$ cat src/rtl/fbq_pkg.sv
package fbq_pkg;

    localparam int HANDLE_W = 32;
    localparam int SIZE_W   = 31;
    localparam int LIMIT_W  = 31;

    localparam logic [LIMIT_W-1:0] VOLUME_LIMIT_RESET = 31'd1000000;

    typedef struct packed {
        logic [HANDLE_W-1:0] block_handle;
        logic [SIZE_W-1:0]   block_size;
    } block_t;

    typedef struct packed {
        logic [HANDLE_W-1:0] released_handle;
        logic [SIZE_W-1:0]   released_size;
        logic                forced_by_full;
        logic                last_release;
    } release_t;

    // Controller to datapath
    typedef struct packed {
        logic capture;   // latch the incoming item
        logic pop;       // release the oldest entry
        logic forced;    // the pop is caused by a full ring
        logic append;    // write the latched item at the tail
        logic finish;    // flush the held result as the last one
    } cmd_t;

    // Datapath to controller
    typedef struct packed {
        logic full;      // ring holds QUEUE_DEPTH entries
        logic over;      // queued bytes exceed the limit, queue not empty
    } status_t;

endpackage

$ cat src/rtl/fbq_ctrl.sv
module fbq_ctrl
    import fbq_pkg::*;
(
    input  logic    clk,
    input  logic    rst_n,
    input  logic    start,
    input  status_t status,
    output cmd_t    cmd,
    output logic    busy
);

    localparam logic [2:0] S_IDLE     = 3'd0;
    localparam logic [2:0] S_POP_FULL = 3'd1;
    localparam logic [2:0] S_APPEND   = 3'd2;
    localparam logic [2:0] S_CHECK    = 3'd3;
    localparam logic [2:0] S_POP_VOL  = 3'd4;

    logic [2:0] state_reg;
    logic [2:0] state_next;

    always_comb
    begin
        state_next = state_reg;
        cmd        = '0;
        case (state_reg)
            S_IDLE:
            begin
                if (start)
                begin
                    cmd.capture = 1'b1;
                    state_next  = status.full ? S_POP_FULL : S_APPEND;
                end
            end
            S_POP_FULL:
            begin
                cmd.pop    = 1'b1;
                cmd.forced = 1'b1;
                state_next = S_APPEND;
            end
            S_APPEND:
            begin
                cmd.append = 1'b1;
                state_next = S_CHECK;
            end
            S_CHECK:
            begin
                // head read is issued this cycle; its data is used in the pop state
                if (status.over)
                begin
                    state_next = S_POP_VOL;
                end
                else
                begin
                    cmd.finish = 1'b1;
                    state_next = S_IDLE;
                end
            end
            S_POP_VOL:
            begin
                cmd.pop    = 1'b1;
                state_next = S_CHECK;
            end
            default:
            begin
                state_next = S_IDLE;
            end
        endcase
    end

    always_ff @(posedge clk or negedge rst_n)
    begin
        if (!rst_n)
        begin
            state_reg <= S_IDLE;
        end
        else
        begin
            state_reg <= state_next;
        end
    end

    assign busy = (state_reg != S_IDLE);

endmodule

$ cat src/rtl/fbq_datapath.sv
module fbq_datapath
    import fbq_pkg::*;
#(
    parameter int QUEUE_DEPTH = 32
)
(
    input  logic               clk,
    input  logic               rst_n,
    input  cmd_t               cmd,
    input  block_t             block,
    input  logic               limit_we,
    input  logic [LIMIT_W-1:0] limit_wdata,
    output status_t            status,
    output logic               strobe,
    output release_t           release_item
);

    localparam int IDX_W = $clog2(QUEUE_DEPTH);
    localparam int CNT_W = $clog2(QUEUE_DEPTH + 1);
    localparam int VOL_W = SIZE_W + $clog2(QUEUE_DEPTH);
    localparam logic [IDX_W-1:0] LAST_IDX  = IDX_W'(QUEUE_DEPTH - 1);
    localparam logic [CNT_W-1:0] FULL_CNT  = CNT_W'(QUEUE_DEPTH);

    block_t             mem [QUEUE_DEPTH];
    block_t             rd_data_reg;
    block_t             in_reg;

    logic [IDX_W-1:0]   head_reg;
    logic [IDX_W-1:0]   tail_reg;
    logic [CNT_W-1:0]   count_reg;
    logic [VOL_W-1:0]   vol_reg;
    logic [LIMIT_W-1:0] limit_reg;

    logic               pend_valid_reg;
    release_t           pend_reg;
    logic               strobe_reg;
    release_t           out_reg;

    // store: write at the tail, read the head every cycle
    always_ff @(posedge clk)
    begin
        if (cmd.append)
        begin
            mem[tail_reg] <= in_reg;
        end
        rd_data_reg <= mem[head_reg];
    end

    always_ff @(posedge clk)
    begin
        if (cmd.capture)
        begin
            in_reg <= block;
        end
    end

    always_ff @(posedge clk or negedge rst_n)
    begin
        if (!rst_n)
        begin
            head_reg       <= '0;
            tail_reg       <= '0;
            count_reg      <= '0;
            vol_reg        <= '0;
            limit_reg      <= VOLUME_LIMIT_RESET;
            pend_valid_reg <= 1'b0;
            strobe_reg     <= 1'b0;
        end
        else
        begin
            // hand the held result out on the next pop or at the end of the check
            strobe_reg <= pend_valid_reg && (cmd.pop || cmd.finish);
            if (limit_we)
            begin
                limit_reg <= limit_wdata;
            end
            if (cmd.pop)
            begin
                head_reg       <= (head_reg == LAST_IDX) ? '0 : head_reg + 1'b1;
                count_reg      <= count_reg - 1'b1;
                vol_reg        <= vol_reg - VOL_W'(rd_data_reg.block_size);
                pend_valid_reg <= 1'b1;
            end
            else if (cmd.append)
            begin
                tail_reg  <= (tail_reg == LAST_IDX) ? '0 : tail_reg + 1'b1;
                count_reg <= count_reg + 1'b1;
                vol_reg   <= vol_reg + VOL_W'(in_reg.block_size);
            end
            else if (cmd.finish)
            begin
                pend_valid_reg <= 1'b0;
            end
        end
    end

    always_ff @(posedge clk)
    begin
        if (cmd.pop)
        begin
            pend_reg.released_handle <= rd_data_reg.block_handle;
            pend_reg.released_size   <= rd_data_reg.block_size;
            pend_reg.forced_by_full  <= cmd.forced;
            pend_reg.last_release    <= 1'b0;
            // its last flag is known to be clear
            out_reg                  <= pend_reg;
        end
        else if (cmd.finish)
        begin
            out_reg.released_handle <= pend_reg.released_handle;
            out_reg.released_size   <= pend_reg.released_size;
            out_reg.forced_by_full  <= pend_reg.forced_by_full;
            out_reg.last_release    <= 1'b1;
        end
    end

    assign status.full   = (count_reg == FULL_CNT);
    assign status.over   = (vol_reg > VOL_W'(limit_reg)) && (count_reg != '0);
    assign strobe        = strobe_reg;
    assign release_item  = out_reg;

endmodule

$ cat src/rtl/freed_block_quarantine_fifo.sv
// An item that releases nothing runs capture, append and check before busy falls; a forced
// release from a full ring adds a pop, and each volume release adds a check and a pop (head
// read, then pop). A result is strobed after the next pop or the final check; the last one
// shows in the first cycle with busy low. A new item is taken only once busy is low. Reset
// (rst_n, async low) empties the queue, clears the byte total and loads the default volume
// limit. Results last one cycle, never stalled.
module freed_block_quarantine_fifo
    import fbq_pkg::*;
#(
    parameter int QUEUE_DEPTH = 32
)
(
    input  logic               clk,
    input  logic               rst_n,
    input  logic               start,
    output logic               busy,
    input  block_t             block,
    output logic               strobe,
    output release_t           release_item,
    input  logic               limit_we,
    input  logic [LIMIT_W-1:0] limit_wdata
);

    cmd_t    cmd;
    status_t status;

    // Sequence each item: optional forced pop, append, then volume pops.
    fbq_ctrl u_ctrl
    (
        .clk    (clk),
        .rst_n  (rst_n),
        .start  (start),
        .status (status),
        .cmd    (cmd),
        .busy   (busy)
    );

    // Hold the ring, the pointers, the byte total and the result registers.
    // One released entry is held back until the next pop or the end of the
    // check so that the final result of an item carries its last flag.
    fbq_datapath #(
        .QUEUE_DEPTH (QUEUE_DEPTH)
    ) u_datapath
    (
        .clk          (clk),
        .rst_n        (rst_n),
        .cmd          (cmd),
        .block        (block),
        .limit_we     (limit_we),
        .limit_wdata  (limit_wdata),
        .status       (status),
        .strobe       (strobe),
        .release_item (release_item)
    );

endmodule

$ cat config.mk
export PLATFORM = sky130hd
export DESIGN_NAME = freed_block_quarantine_fifo
export DESIGN_NICKNAME = d
export VERILOG_FILES = /design/src/rtl/fbq_pkg.sv /design/src/rtl/fbq_ctrl.sv /design/src/rtl/fbq_datapath.sv /design/src/rtl/freed_block_quarantine_fifo.sv
export SDC_FILE = /design/constraint.sdc
export NUM_CORES = 2
export LEC_CHECK = 0
export BUFFER_PORTS_ARGS = -buffer_cell sky130_fd_sc_hd__buf_4
export CORE_ASPECT_RATIO = 2
export CORE_UTILIZATION = 55
export CTS_CLUSTER_SIZE = 24
export DETAILED_ROUTE_END_ITERATION = 10
export HOLD_SLACK_MARGIN = 0.03
export MAX_ROUTING_LAYER = met4
export PLACE_DENSITY = 0.7
export SETUP_SLACK_MARGIN = 0.15
export SLEW_MARGIN = 40
export SYNTH_ARGS = -nofsm -noshare
export SYNTH_HDL_FRONTEND = slang
export SYNTH_HIERARCHICAL = 1
export SYNTH_SLANG_ARGS = --single-unit
export TNS_END_PERCENT = 30
$ cat constraint.sdc
create_clock -name clk -period 12.72 [get_ports clk]
set_input_delay 2.544 -clock clk [delete_from_list [all_inputs] [get_ports clk]]
set_output_delay 2.544 -clock clk [all_outputs]
set_load 0.1 [all_outputs]
After elaboration in Yosys (flattened, before gate mapping)
Memory sizes are Yosys's and may differ from the RTL's. A register that Yosys moved wholly into a read port is not among the register bits.
Index checks and enable logic that the tools add are counted.
{"block": "totals", "regBits": 280, "ramBits": 2016, "input_bits": 98, "n_memories": 1}
{"memory": "u_datapath.mem", "depth": 32, "width": 63, "rd": 1, "rd_ports_with_merged_regs": 1, "write_ports": 1, "line_no": "fbq_datapath.sv:24", "text": "block_t mem [QUEUE_DEPTH];"}
{"block": "classes", "add_sub_neg": 6, "order_cmp": 1, "n_eq_ne": 9, "muxes": 24, "bitwise_logic": 1, "n_reduce_logical": 12}
{"cell": "65-bit two-way mux", "count": 2}
{"cell": "36-bit two-way mux", "count": 2}
{"cell": "36-bit by 31-bit adder with 36-bit output", "count": 1}
{"cell": "36-bit by 31-bit greater-than comparator with 1-bit output", "count": 1}
{"cell": "36-bit by 31-bit subtractor with 36-bit output", "count": 1}
{"cell": "1-bit two-way mux", "count": 12}
{"cell": "6-bit two-way mux", "count": 2}
{"cell": "3-bit case mux with 4 select lines", "count": 1}
{"cell": "5-bit by 1-bit adder with 5-bit output (second input constant)", "count": 2}
{"cell": "5-bit equality test (second input constant)", "count": 2}
{"cell": "5-bit two-way mux", "count": 2}
{"cell": "6-bit by 1-bit adder with 6-bit output (second input constant)", "count": 1}
{"cell": "3-bit by 2-bit equality test with 1-bit output (second input constant)", "count": 2}
{"cell": "6-bit equality test (second input constant)", "count": 1}
{"cell": "3-bit two-way mux", "count": 2}
{"cell": "6-bit nonzero test", "count": 1}
{"cell": "6-bit by 1-bit subtractor with 6-bit output (second input constant)", "count": 1}
{"cell": "2-bit AND reduction", "count": 2}
{"cell": "2-bit nonzero test", "count": 2}
{"cell": "2-bit OR reduction", "count": 2}
{"cell": "3-bit by 1-bit equality test with 1-bit output (second input constant)", "count": 1}
{"cell": "3-bit equality test (second input constant)", "count": 1}
{"cell": "3-bit logical NOT", "count": 1}
{"cell": "3-bit nonzero test", "count": 1}
{"cell": "6 further kinds", "count": 7}

Longest topological paths before layout
{"block": "depth", "word_depth": 7, "ltp_mapped": 19, "mapped_depth_nobuf": 19}

Cells and area by module
The synthesis kept the hierarchy.
{"mod": "fbq_datapath", "instances": 1, "cells_per_inst": 3976, "area_each_um2": 89995.1}
{"mod": "fbq_ctrl", "instances": 1, "cells_per_inst": 20, "area_each_um2": 211.5}

Worst setup path before layout
No wires, ideal clock.
{"block": "synth_timing", "path_type": "flip-flop to flip-flop", "start": "reg u_ctrl.state_reg[2]", "end": "reg u_datapath.vol_reg[31]", "arrival_ns": 6.929, "required_time_ns": 12.625, "setup_slack_ns": 5.696, "stages_incl_launch_ff": 18, "path_buffers": 4, "path_cell_list": "dfrtp_1 > buf_6 > xnor2_1 > nor2_1 > clkbuf_8 > clkbuf_1 > buf_1 > a21oi_1 > ha_1 > a21o_1 > a31o_2 > o211a_1 > o21ai_0 > a31oi_1 > o21ai_0 > a21boi_0 > o21a_1 > o31ai_1"}
{"item": "start, declared", "line_no": "fbq_ctrl.sv:18", "text": "logic [2:0] state_reg;"}
{"item": "start signal, assigned", "line_no": "fbq_ctrl.sv:78", "text": "state_reg <= state_next;"}
{"item": "end signal, assigned", "line_no": "fbq_datapath.sv:81", "text": "vol_reg <= vol_reg - VOL_W'(rd_data_reg.block_size);"}
{"item": "end signal, assigned", "line_no": "fbq_datapath.sv:88", "text": "vol_reg <= vol_reg + VOL_W'(in_reg.block_size);"}
{"item": "end, declared", "line_no": "fbq_datapath.sv:31", "text": "logic [VOL_W-1:0] vol_reg;"}

Worst setup path in the final report
{"block": "layout_timing", "start": "reg u_datapath/in_reg[2] (netlist name)", "end": "reg u_datapath.vol_reg[31]"}
{"block": "layout_between", "elab_chain_cells": 3}
{"item": "start, declared", "line_no": "fbq_datapath.sv:26", "text": "block_t in_reg;"}
{"item": "start signal, assigned", "line_no": "fbq_datapath.sv:53", "text": "in_reg <= block;"}
{"item": "36-bit by 31-bit adder with 36-bit output", "line_no": "fbq_datapath.sv:88"}
{"item": "36-bit two-way mux", "line_no": "fbq_datapath.sv:84", "text": "else if (cmd.append)"}
{"item": "36-bit two-way mux", "line_no": "fbq_datapath.sv:77", "text": "if (cmd.pop)"}
No other way between the ends. The select of a mux whose other input is x is not followed.
A chain may end at the register's enable or synchronous reset.

==> flow_summary_export.csv <==
group,metric,value,unit
drt,drtIter0Drc,4629,
logic_synthesis,ys_warn_count,6,
global_routing,grt_max_degree,131,
die,die_h,575,um
timing,fin_crit,5140,ps
setup_path,worstPathRequired,13430,ps
global_routing,antenna_found_initial,7,
timing,finalSetupViolCount,0,
global_routing,gr-total-overflow,0,
setup_path,crit_fanout,18,
clock_network,clockBufferDepth,4,
setup_path,setup.worst_path.class,"reg -> reg",
flow_run,max_cap_viol_count,0,
logic_synthesis,ys_types,71,
timing,fin_ws,7580,ps
run_status,violations,"design-rule violations",
logic_synthesis,synthesis.area,90200,sq um
power,p_sw,0.00715,W
power,p_int,0.0161,W
clock_network,post_cts_buffers,0,
timing,rsz0062_at_grt,"no",
place,hpwlAfterDp,113000,um
timing,holdWs,407,ps
power,cellLeakagePower,33.2,nW
place,globalplace.congestion,0.852,
logic_synthesis,ys_ff_latch,2359,
clock_network,cts_resized,0,
drt,wire_per_inst,32.2,um
logic_synthesis,synth_edf_count,2208,
die,core-area,162000,sq um
place,pre_cts_ws,7500,ps
drt,drc,32,
timing,worst_slew_pin_slew,878,ps
timing,relSlewSlack,40.9,%
logic_synthesis,synthCells,3996,
global_routing,grt_pass1_vias,43700,
clock_network,postCtsHoldBufs,0,
setup_path,start_kind,"register",
drt,final_antenna_net_count,0,
logic_synthesis,synth_fp_nets,4174,
power,ir_drop,0.148,mV
drt,wl,214000,um
clock_network,cts_tree,"done",
die,die-area,166000,sq um
timing,fin_skew,48.1,ps
clock_network,htreeDepth,4,
setup_path,critPathCaptureType,"register",
power,switching_share,30.7,%
clock_network,clock_latency,820,ps
die,ios,165,
place,io_buffers,164,
timing,slew_viol_final,0,
timing,fmax,195,MHz
clock_network,cts.sinks,2359,
die,die_w,288,um
logic_synthesis,yosysSeqAreaShare,77.4,%
die,initial_core_util,55.5,%
logic_synthesis,ys.flop_type,"edfxtp_1",
power,power.total,0.0233,W
clock_network,ctsRootBufferMaster,"clkbuf_16",
layout,drive_gt1_share,31.3,%
layout,largest_reg_flops,2016,
clock_network,path_clk_slew,70,ps
global_routing,grt_pass1_wl,308000,um
setup_path,cp_data_arrival_time,5850,ps
die,row_count,209,
layout,final_common_cell,"edfxtp_1",
worst_hold_path,min_path_type,"reg -> reg",
logic_synthesis,syn_area_per_cell,22.6,sq um
power,comb_power_share,30.4,%
run_status,status,"complete, but fails checks",
timing,fin_tns_setup,0,ps
layout,n_fill_cell,10600,
drt,route.vias.total,42800,
clock_network,cts_buffers,201,
timing,finalHoldViolCount,0,
logic_synthesis,synthArstFlopShare,3.73,%
layout,layout.nets,4544,
drt,viasPerCell,6.45,
layout,area_delta_synth_final,13.5,%
layout,layout_common_cells,"edfxtp_1, mux4_2, buf_4, clkbuf_16, nand2_1",
drt,firstDrtPassIters,8,
layout,final_core_util,63.0,%
power,p_seq_share,42.9,%
power,clkPwrFrac,26.7,%
global_routing,grt.total_usage,27.1,%
power,power_density,227,nW/um^2
timing,fin_crit_sh,40.4,%
==> power by group through the flow <==
stage	Sequential (W)	Clock, W	Combinational (W)
5_1_grt	0.0100	0.00657	0.00754
4_1_cts	0.0101	0.00630	0.00699
6_report	0.00999	0.00622	0.00707
3_5_place_dp	0.0102	0	0.00696
3_3_place_gp	0.0103	0	0.00678
2_1_floorplan	0.0106	0	0.00459
==> layer usage <==
layer	vias to the layer above	GRT usage (%)	part of all wire, %
li1	17400	-	-
met1	22900	34.5	36
met2	2042	45.5	53
met3	436	2.95	7.5
met4	0	9.45	3.7
met5	-	-	0
==> logic make-up (layout without fill, tap and decap cells) <==
logic type,count (synthesis),after routing,synth area share (%)
XOR/XNOR,61,61,0.592
buffers and inverters,234,762,1.01
AO/OA/AOI/OAI,251,251,1.67
adder cells (fa/ha/maj),81,81,1.14
other,0,5,0
flip-flops,2359,2359,77.4
AND/OR/NAND/NOR,309,309,1.63
multiplexers,701,701,16.6
==> cell usage after synthesis, types with 5 or more instances <==
| cell type | number | area (sq um) |
|---|---|---|
| o21bai_1 | 5 | 37.5 |
| inv_1 | 51 | 191 |
| and3_1 | 7 | 43.8 |
| nand4_1 | 11 | 68.8 |
| ha_1 | 78 | 976 |
| mux2_2 | 68 | 766 |
| edfxtp_1 | 2208 | 66300 |
| o21ai_0 | 106 | 531 |
| xnor2_1 | 24 | 210 |
| a21oi_1 | 56 | 280 |
| dfxtp_1 | 63 | 1260 |
| a211oi_1 | 10 | 75.1 |
| dfstp_2 | 7 | 184 |
| nor2b_1 | 8 | 50.1 |
| nand3b_1 | 5 | 37.5 |
| nand2b_1 | 8 | 50.1 |
| dfrtp_1 | 81 | 2030 |
| nor3_1 | 7 | 35.0 |
| xor2_1 | 37 | 324 |
| nor2_1 | 90 | 338 |
| nand3_1 | 12 | 60.1 |
| o31ai_1 | 6 | 45.0 |
| clkbuf_1 | 135 | 507 |
| a31oi_1 | 10 | 62.6 |
| mux4_2 | 630 | 14200 |
| nor4_1 | 9 | 56.3 |
| nand2_1 | 120 | 450 |
| a21o_1 | 33 | 248 |
| buf_1 | 42 | 158 |
==> final cells by class <==
class / instances / area [sq um] / share of cell area, %
Sequential cell: 2359 / 69800 / 68.2
Multi-Input combinational cell: 1403 / 19800 / 19.3
Clock buffer: 253 / 5400 / 5.27
Timing Repair Buffer: 350 / 3390 / 3.31
Tap cell: 2110 / 2640 / 2.58
Clock inverter: 108 / 1170 / 1.14
Inverter: 51 / 191 / 0.187
Antenna cell: 5 / 12.5 / 0.0122
==> path summary, 6_finish.rpt <==
check,start,to,slack (ps),cells past startpoint
max in group asynchronous,rst_n,u_datapath/head_reg[2]$_DFFE_PN0P_,9880,2
worst min-delay path,u_datapath/rd_data_reg[50]$_DFF_P_,u_datapath/pend_reg[52]$_DFFE_PP_,410,0
min in group asynchronous,rst_n,u_datapath/limit_reg[29]$_DFFE_PN0P_,1720,1
worst max-delay path,u_datapath/in_reg[2]$_DFFE_PP_,u_datapath/vol_reg[31]$_DFFE_PN0P_,7580,16
worst max register to register,u_datapath/in_reg[2]$_DFFE_PP_,u_datapath/vol_reg[31]$_DFFE_PN0P_,7580,16
worst min register to register,u_datapath/rd_data_reg[50]$_DFF_P_,u_datapath/pend_reg[52]$_DFFE_PP_,410,0
==> through the flow <==
step / area, sq um / cells
3_5_place_dp: 95300 / 6235
3_3_place_gp: 94600 / 6204
6_report: 102000 / 6639
5_1_grt: 102000 / 6638
4_1_cts: 102000 / 6596
2_1_floorplan: 90200 / 3996
==> critical path: stages, from the launching register on <==
cell and delay, ps:
edfxtp_1 640, or4_4 630, or4_4 510, nor2_8 210, nand2_1 90, nor4_1 250, xor2_1 170, nor2_1 50
a21oi_1 160, ha_1 320, and2_1 210, a221oi_1 360, a31oi_1 240, o21ai_0 490, a21boi_0 230, o21a_1 220
o31ai_1 240
(Power assumes the default switching activity.)
